$ cat src/rtl/ptt_pkg.sv
`default_nettype none
package ptt_pkg;

	// Field widths fixed by the interface.
	localparam int TimeW   = 63;
	localparam int HandleW = 32;
	localparam int DefMaxTimers = 16;

	localparam logic [TimeW-1:0] TIME_MAX = {TimeW{1'b1}};

	typedef enum logic [1:0] {
		OP_REG   = 2'd0,
		OP_UNREG = 2'd1,
		OP_TICK  = 2'd2,
		OP_NOP   = 2'd3
	} op_t;

	typedef enum logic [1:0] {
		KIND_REG    = 2'd0,
		KIND_UNREG  = 2'd1,
		KIND_EXPIRE = 2'd2,
		KIND_DONE   = 2'd3
	} kind_t;

	typedef enum logic [1:0] {
		ST_IDLE,
		ST_SCAN,
		ST_DIV,
		ST_FINISH
	} state_t;

	typedef struct packed {
		logic [1:0]         opcode;
		logic [TimeW-1:0]   now_time;
		logic [TimeW-1:0]   due_time;
		logic [TimeW-1:0]   repeat_interval;
		logic [HandleW-1:0] timer_handle;
	} req_t;

	typedef struct packed {
		logic [1:0]         result_kind;
		logic [HandleW-1:0] result_handle;
		logic               ok;
		logic [TimeW-1:0]   earliest_due;
		logic               last;
	} rsp_t;

	typedef struct packed {
		logic [HandleW-1:0] handle;
		logic [TimeW-1:0]   due;
		logic [TimeW-1:0]   interval;
	} entry_t;

endpackage
`default_nettype wire

$ cat src/rtl/periodic_timer_table_top.sv
`default_nettype none
// Timer table. A register command answers in the cycle after it is taken
// and leaves busy low. Unregister and tick run a pass over the chain of
// timer cells that visits each stored timer once; each expired periodic
// timer also waits on the remainder unit that advances its deadline
// (one bit a cycle); a closing result ends the pass. Results come at most
// one per cycle on rsp, marked by strobe, and cannot be stalled; last marks
// the final result of a command, and busy drops in the cycle that shows it.
module periodic_timer_table_top
	import ptt_pkg::*;
#(
	parameter int MAX_TIMERS = DefMaxTimers
) (
	input  wire logic clk,
	input  wire logic arst_n,
	input  wire logic start,
	input  wire req_t req,
	output logic      busy,
	output logic      strobe,
	output rsp_t      rsp
);

	localparam int CntW = $clog2(MAX_TIMERS + 1);
	localparam int IdxW = $clog2(MAX_TIMERS);

	state_t              state_q, state_d;
	logic [CntW-1:0]     count_q;
	logic [CntW-1:0]     rem_q;
	logic [HandleW-1:0]  next_handle_q;
	logic [1:0]          op_q;
	logic [TimeW-1:0]    now_q;
	logic [HandleW-1:0]  id_q;
	logic                found_q;
	logic                any_q;
	logic [TimeW-1:0]    min_q;
	logic                strobe_q;
	rsp_t                rsp_q;

	entry_t              cells [MAX_TIMERS];
	entry_t              head;
	entry_t              load_data;
	logic                shift, load, step, keep, emit, div_start, div_done;
	logic [IdxW-1:0]     load_idx;
	rsp_t                emit_d;
	logic                accept;
	logic [HandleW-1:0]  fresh;
	logic [TimeW-1:0]    div_rem;
	logic [TimeW:0]      adv_sum;
	logic [TimeW-1:0]    adv_due;

	assign accept = start && (state_q == ST_IDLE);
	assign head   = cells[0];
	assign fresh  = (next_handle_q == '0) ? HandleW'(1) : next_handle_q;

	// Chain of timer cells; the tail wraps to the head.
	for (genvar i = 0; i < MAX_TIMERS; i++) begin : g_cell
		ptt_cell u_cell (
			.clk      (clk),
			.shift    (shift),
			.load     (load && (load_idx == IdxW'(i))),
			.nbr      (cells[(i + 1) % MAX_TIMERS]),
			.load_data(load_data),
			.q        (cells[i])
		);
	end

	ptt_rem u_rem (
		.clk     (clk),
		.arst_n  (arst_n),
		.start   (div_start),
		.dividend(now_q - head.due),
		.divisor (head.interval),
		.done    (div_done),
		.rem     (div_rem)
	);

	// Next deadline past now: now - ((now - due) mod period) + period.
	always_comb begin
		adv_sum = {1'b0, now_q} - {1'b0, div_rem} + {1'b0, head.interval};
		adv_due = adv_sum[TimeW] ? TIME_MAX : adv_sum[TimeW-1:0];
	end

	// Next state.
	always_comb begin
		state_d = state_q;
		unique case (state_q)
			ST_IDLE: begin
				if (accept && (req.opcode == OP_UNREG || req.opcode == OP_TICK)) begin
					state_d = (count_q == '0) ? ST_FINISH : ST_SCAN;
				end
			end
			ST_SCAN: begin
				if (step) begin
					state_d = (rem_q == CntW'(1)) ? ST_FINISH : ST_SCAN;
				end else begin
					state_d = ST_DIV;
				end
			end
			ST_DIV: begin
				if (div_done) begin
					state_d = (rem_q == CntW'(1)) ? ST_FINISH : ST_SCAN;
				end
			end
			ST_FINISH: state_d = ST_IDLE;
			default:   state_d = ST_IDLE;
		endcase
	end

	// Outputs: cell controls and the result beat of this cycle.
	always_comb begin
		shift     = 1'b0;
		load      = 1'b0;
		load_idx  = '0;
		load_data = head;
		step      = 1'b0;
		keep      = 1'b0;
		emit      = 1'b0;
		emit_d    = '0;
		div_start = 1'b0;
		unique case (state_q)
			ST_IDLE: begin
				if (accept && req.opcode == OP_REG) begin
					emit               = 1'b1;
					emit_d.result_kind = KIND_REG;
					emit_d.last        = 1'b1;
					if (count_q < CntW'(MAX_TIMERS)) begin
						load                 = 1'b1;
						load_idx             = count_q[IdxW-1:0];
						load_data.handle     = fresh;
						load_data.due        = (req.due_time == '0) ? req.now_time
						                                            : req.due_time;
						load_data.interval   = req.repeat_interval;
						emit_d.ok            = 1'b1;
						emit_d.result_handle = fresh;
					end
				end
			end
			ST_SCAN: begin
				if (op_q == OP_UNREG) begin
					step = 1'b1;
					keep = !(!found_q && id_q != '0 && head.handle == id_q);
				end else if (now_q >= head.due) begin
					emit                 = 1'b1;
					emit_d.result_kind   = KIND_EXPIRE;
					emit_d.result_handle = head.handle;
					emit_d.ok            = 1'b1;
					if (head.interval == '0) begin
						step = 1'b1;
					end else begin
						div_start = 1'b1;
					end
				end else begin
					step = 1'b1;
					keep = 1'b1;
				end
			end
			ST_DIV: begin
				if (div_done) begin
					step          = 1'b1;
					keep          = 1'b1;
					load_data.due = adv_due;
				end
			end
			ST_FINISH: begin
				emit        = 1'b1;
				emit_d.last = 1'b1;
				if (op_q == OP_UNREG) begin
					emit_d.result_kind = KIND_UNREG;
					emit_d.ok          = found_q;
				end else begin
					emit_d.result_kind  = KIND_DONE;
					emit_d.ok           = 1'b1;
					emit_d.earliest_due = any_q ? min_q : '0;
				end
			end
			default: ;
		endcase
		// A pass step pops the head; a kept entry goes back on the tail.
		if (step) begin
			shift = 1'b1;
			if (keep) begin
				load     = 1'b1;
				load_idx = IdxW'(count_q - 1'b1);
			end
		end
	end

	// Control registers.
	always_ff @(posedge clk or negedge arst_n) begin
		if (!arst_n) begin
			state_q       <= ST_IDLE;
			count_q       <= '0;
			rem_q         <= '0;
			next_handle_q <= HandleW'(1);
			found_q       <= 1'b0;
			any_q         <= 1'b0;
			strobe_q      <= 1'b0;
		end else begin
			state_q  <= state_d;
			strobe_q <= emit;
			if (accept) begin
				rem_q   <= count_q;
				found_q <= 1'b0;
				any_q   <= 1'b0;
				if (req.opcode == OP_REG && count_q < CntW'(MAX_TIMERS)) begin
					count_q       <= count_q + 1'b1;
					next_handle_q <= fresh + 1'b1;
				end
			end
			if (step) begin
				rem_q <= rem_q - 1'b1;
				if (!keep) begin
					count_q <= count_q - 1'b1;
					if (op_q == OP_UNREG) begin
						found_q <= 1'b1;
					end
				end else if (op_q == OP_TICK) begin
					any_q <= 1'b1;
				end
			end
		end
	end

	// Command fields, running minimum and the result register.
	always_ff @(posedge clk) begin
		if (accept) begin
			op_q  <= req.opcode;
			now_q <= req.now_time;
			id_q  <= req.timer_handle;
		end
		if (step && keep && (!any_q || load_data.due < min_q)) begin
			min_q <= load_data.due;
		end
		if (emit) begin
			rsp_q <= emit_d;
		end
	end

	assign busy   = (state_q != ST_IDLE);
	assign strobe = strobe_q;
	assign rsp    = rsp_q;

`ifndef ASSERT_OFF
	a_count_range: assert property (@(posedge clk) disable iff (!arst_n)
		count_q <= CntW'(MAX_TIMERS))
		else $error("timer count exceeds table size");
	a_rem_le_count: assert property (@(posedge clk) disable iff (!arst_n)
		rem_q <= count_q || state_q == ST_IDLE)
		else $error("pass has more timers left than stored");
	a_end_beat: assert property (@(posedge clk) disable iff (!arst_n)
		$fell(busy) |-> strobe && rsp.last)
		else $error("pass ended without a final beat");
`endif

endmodule
`default_nettype wire

$ cat src/rtl/ptt_cell.sv
`default_nettype none
// One timer slot of the chain: takes its right neighbor on a shift, or a
// fresh entry when it is the write target.
module ptt_cell
	import ptt_pkg::*;
(
	input  wire logic   clk,
	input  wire logic   shift,
	input  wire logic   load,
	input  wire entry_t nbr,
	input  wire entry_t load_data,
	output entry_t      q
);

	entry_t entry_q;

	// Load wins over shift so that a kept entry lands on the chain tail.
	always_ff @(posedge clk) begin
		if (load) begin
			entry_q <= load_data;
		end else if (shift) begin
			entry_q <= nbr;
		end
	end

	assign q = entry_q;

endmodule
`default_nettype wire

$ cat src/rtl/ptt_rem.sv
`default_nettype none
// Restoring remainder unit: one quotient bit per cycle.
module ptt_rem
	import ptt_pkg::*;
(
	input  wire logic             clk,
	input  wire logic             arst_n,
	input  wire logic             start,
	input  wire logic [TimeW-1:0] dividend,
	input  wire logic [TimeW-1:0] divisor,
	output logic                  done,
	output logic [TimeW-1:0]      rem
);

	localparam int CntW = $clog2(TimeW);

	logic                busy_q;
	logic                done_q;
	logic [CntW-1:0]     cnt_q;
	logic [TimeW-1:0]    sh_q;
	logic [TimeW-1:0]    p_q;
	logic [TimeW-1:0]    r_q;
	logic [TimeW:0]      trial;
	logic [TimeW:0]      diff;

	// Shift the next dividend bit into the partial remainder.
	always_comb begin
		trial = {r_q, sh_q[TimeW-1]};
		diff  = trial - {1'b0, p_q};
	end

	// Control of the iteration.
	always_ff @(posedge clk or negedge arst_n) begin
		if (!arst_n) begin
			busy_q <= 1'b0;
			done_q <= 1'b0;
			cnt_q  <= '0;
		end else begin
			done_q <= 1'b0;
			if (start) begin
				busy_q <= 1'b1;
				cnt_q  <= CntW'(TimeW - 1);
			end else if (busy_q) begin
				cnt_q <= cnt_q - 1'b1;
				if (cnt_q == '0) begin
					busy_q <= 1'b0;
					done_q <= 1'b1;
				end
			end
		end
	end

	// Datapath of the iteration.
	always_ff @(posedge clk) begin
		if (start) begin
			sh_q <= dividend;
			p_q  <= divisor;
			r_q  <= '0;
		end else if (busy_q) begin
			sh_q <= {sh_q[TimeW-2:0], 1'b0};
			r_q  <= (trial >= {1'b0, p_q}) ? diff[TimeW-1:0] : trial[TimeW-1:0];
		end
	end

	assign done = done_q;
	assign rem  = r_q;

endmodule
`default_nettype wire
$ cat config.mk
export PLATFORM = sky130hd
export DESIGN_NAME = periodic_timer_table_top
export DESIGN_NICKNAME = d
export VERILOG_FILES = /design/src/rtl/ptt_pkg.sv /design/src/rtl/periodic_timer_table_top.sv /design/src/rtl/ptt_cell.sv /design/src/rtl/ptt_rem.sv
export SDC_FILE = /design/constraint.sdc
export NUM_CORES = 2
export LEC_CHECK = 0
export ABC_AREA = 0
export BUFFER_PORTS_ARGS = -buffer_cell sky130_fd_sc_hd__clkbuf_2
export CORE_MARGIN = 2
export CORE_UTILIZATION = 35
export DETAILED_ROUTE_END_ITERATION = 6
export PLACE_DENSITY = 0.6
export SLEW_MARGIN = 20
export SYNTH_ARGS = -nofsm -noshare
export SYNTH_HDL_FRONTEND = slang
export SYNTH_SLANG_ARGS = --single-unit
export TNS_END_PERCENT = 100
$ cat constraint.sdc
create_clock -name clk -period 10.46 [get_ports clk]
set_input_delay 0 -clock clk [delete_from_list [all_inputs] [get_ports clk]]
set_output_delay 0 -clock clk [all_outputs]
set_load 0.005 [all_outputs]
==> metrics.md <==
| Metric | Value |
|---|---|
| HP Class | input pin to flop |
| I/O Buffers | 326 |
| Slowest cell on crit path | o31ai_1 |
| Fmax | 110 MHz |
| 1st-pass router iterations | 6 |
| FFs w/ async S/R, synth | 0.0181 |
| Worst Skew | 0.0748 ns |
| WL/cell | 28.1 microns |
| Initial Util | 0.352 |
| CTS tree | built |
| Setup TNS | 0 ns |
| Worst Path Required | 11.01 ns |
| Vias in the first global route | 94,600 |
| Sequential area share after synthesis | 0.629 |
| Type of the worst setup path | flop to flop |
| TritonCTS Buffers | 321 |
| DP Area | 151,000 sq um |
| Most frequent cells in the layout | edfxtp_1, a21oi_1, nand2_1 |
| Synthesized area per cell | 12.5 sq um |
| First-pass GRT wire length | 698,000 microns |
| Root Driver | clkbuf_16 |
| Post-synth net total | 12,000 |
| Synthesized area | 143,000 sq um |
| Register area | 90,100 sq um |
| Synth-to-layout area growth | 14.3% |
| Hold path depth | 2 |
| Leakage | 0.0592 uW |
| CP max FO | 44 |
| FF-to-FF path depth | 30 |
| Post-CTS Resized | 0 |
| Worst Setup Start Kind | flop |
| Final Max Slew Viols | 0 |
| Final Hold Viols | 0 |
| Final clock period utilization by the worst path | 0.869 |
| Ports | 327 |
| Avg Vias per Cell | 5.72 |
| Synth area leaders | edfxtp_1, mux2_2, a21oi_1, o21ai_0, nand2_1 |
| DRC | 0 |
| Overflow after GRT | 0 |
| Synth warnings | 0 |
| Clk sink count | 3,031 |
| Final setup vio count | 0 |
| Core area | 407,000 sq um |
| Met2 Use GR | 0.356 |
| DR vias | 99,900 |
| Die Ht | 644 microns |
| CP max stage delay | 0.69 ns |
| Maximum VDD drop | 0.331 mV |
| Gpl congestion | 0.959 |
| Synth area leader | edfxtp_1 |
| Slew @ Worst Pin | 1.23 ns |
| Multi-input logic area | 47,500 sq um |
| Max clock buf depth | 4 |
| HPWL after detailed placement | 298,000 microns |
| Post-CTS Hold Buffers | 240 |
| Final worst path period need | 9.09 ns |
| Post-route ant nets | 0 |
| Initial antenna violation count | 52 |
| Largest net degree at the start of global routing | 167 |
| Drt total wl | 490,000 microns |
| EDFF count, synth | 2,913 |
| Final net count | 12,300 |
| Total power | 55,100 uW |
| Max_cap viols | 0 |
| Cell with the most instances on the worst path | a21o_1 |
| H-tree levels | 5 |
| Cell area after layout | 164,000 sq um |
| Layer with the highest usage | met2 |
| Worst R2R Start | g_cell[0].u_cell.q[38]$_DFFE_PP_ |
| Hold worst-path end | now_q[19]$_DFFE_PP_ |
| Synth unique cells | 92 |
| Worst R2R Setup Slack | 1.37 ns |
| Kind of end point of the critical path | flop |
| Max-slew headroom | 0.175 |
| Die X-Extent | 644 microns |
| M1 GR Usage | 0.320 |
| Layout cell share with drive strength beyond 1 | 0.177 |
| Seq cells post-synth | 3,031 |
| GRT met3 Usage | 0.0401 |
| Status | finished clean |
| Worst setup path startpoint | g_cell[0].u_cell.q[38]$_DFFE_PP_ |
| Top_reg_cell synth | edfxtp_1 |
| Post-CTS setup buffer count | 0 |
| Hold Crit Start | req[177] |
| Setup repair after global routing missed its margin | false |
| GRT Total Usage | 0.229 |
| Num rows | 234 |
| Util after Layout | 0.402 |
| Synth top area share | 0.611 |
| DR iter-0 viols | 12,500 |
| Most common cell after layout, fill and taps aside | edfxtp_1 |
| Post-Synthesis Cells | 11,500 |
| FF-to-FF End | min_q[62]$_DFFE_PP_ |
| Arr. time, crit path | 9.64 ns |
| Clock slew at reported path FFs | 0.07 ns |
| Clk_lat worst skew | 0.92 ns |
| Pwr dens | 337 nW/um^2 |
| FILL cells | 38,200 |
| Die ar. | 414,000 sq um |
## cell families (layout without fill, tap and decap cells)
kind of cell | after synthesis | in the layout | synth area share
compound gates | 3482 | 3482 | 0.134
flops | 3031 | 3031 | 0.629
simple gates | 1731 | 1731 | 0.0540
buf+inv | 1488 | 2025 | 0.0431
mux | 1208 | 1208 | 0.0935
fa+ha+maj | 330 | 330 | 0.0322
xor+xnor | 222 | 222 | 0.0136
other cells | 0 | 12 | 0
## critical path, delay by kind of cell, from the launching register on
| kind | cells | cell delay (ns) |
|---|---|---|
| fa+ha+maj | 3 | 1.16 |
| simple gates | 5 | 0.94 |
| buf+inv | 6 | 1.22 |
| flops | 1 | 0.50 |
| compound gates | 15 | 4.13 |
| xor+xnor | 1 | 0.59 |
## cell usage after synthesis (33+ instances only)
library cell / n
a211oi_1: 85
a21o_1: 143
a21oi_1: 1909
a31oi_1: 44
and2_1: 91
and3_1: 35
buf_1: 59
buf_2: 218
buf_4: 44
clkbuf_1: 535
dfrtp_1: 54
dfxtp_1: 63
edfxtp_1: 2913
fa_1: 65
ha_1: 265
inv_1: 611
mux2_1: 50
mux2_2: 943
mux2i_1: 205
nand2_1: 986
nand2b_1: 36
nand3_1: 77
nand4_1: 92
nor2_1: 218
nor3_1: 46
nor4_1: 62
o211ai_1: 41
o21a_1: 33
o21ai_0: 942
o21ai_1: 34
o21bai_1: 33
xnor2_1: 139
xor2_1: 83
## routing by layer
metal	vias to the layer above	wire [microns]
met5	-	184
met4	32	20100
met3	862	46700
met2	5144	220000
met1	50700	204000
li1	43100	-
## how the worst max path moves through the flow
stage	depth (start not counted)	endpoint	slack (ns)
after floorplan	30	min_q[0]$_DFFE_PP_	1.06
after global placement	30	min_q[50]$_DFFE_PP_	1.51
after detailed placement	30	min_q[59]$_DFFE_PP_	1.50
after CTS	30	min_q[55]$_DFFE_PP_	1.47
after global routing	30	min_q[62]$_DFFE_PP_	1.09
final	30	min_q[62]$_DFFE_PP_	1.37
## state kept, by name, summed over array words and instances, names as in the netlist
name	count
g_cell.u_cell.q	2528
rsp	99
min_q	63
now_q	63
u_rem.p_q	63
u_rem.rem	63
u_rem.sh_q	63
id_q	32
next_handle_q	32
u_rem.cnt_q	6
count_q	5
rem_q	5
op_q	2
state_q	2
any_q	1
found_q	1
strobe	1
u_rem.busy_q	1
u_rem.done	1
## stage by stage
stage	hold slack (ns)	std cells	worst slack [ns]
finish	0.0565	17500	1.37
global route	0.0233	17500	1.09
CTS	0.00198	17500	1.47
detailed placement	0.179	16600	1.50
global placement	0.178	16600	1.51
floorplan	-0.296	11500	1.06
## where the power goes
group | leakage (uW) | internal [uW] | switching, uW
Sequential | 0.0280 | 19100 | 1750
Clock | 0.00495 | 6420 | 4990
Combinational | 0.0262 | 6790 | 16000
Total | 0.0592 | 32400 | 22700
## area by class of cell
class / instances / share of cell area
clock buffers: 394 / 0.0521
flip-flops and latches: 3031 / 0.551
well taps: 5428 / 0.0415
diodes: 12 / 0.000184
clock inverters: 177 / 0.00991
inverters: 613 / 0.0141
multi-input cells: 6973 / 0.290
repair buffers: 841 / 0.0413
Power figures use the tool's default switching activity.
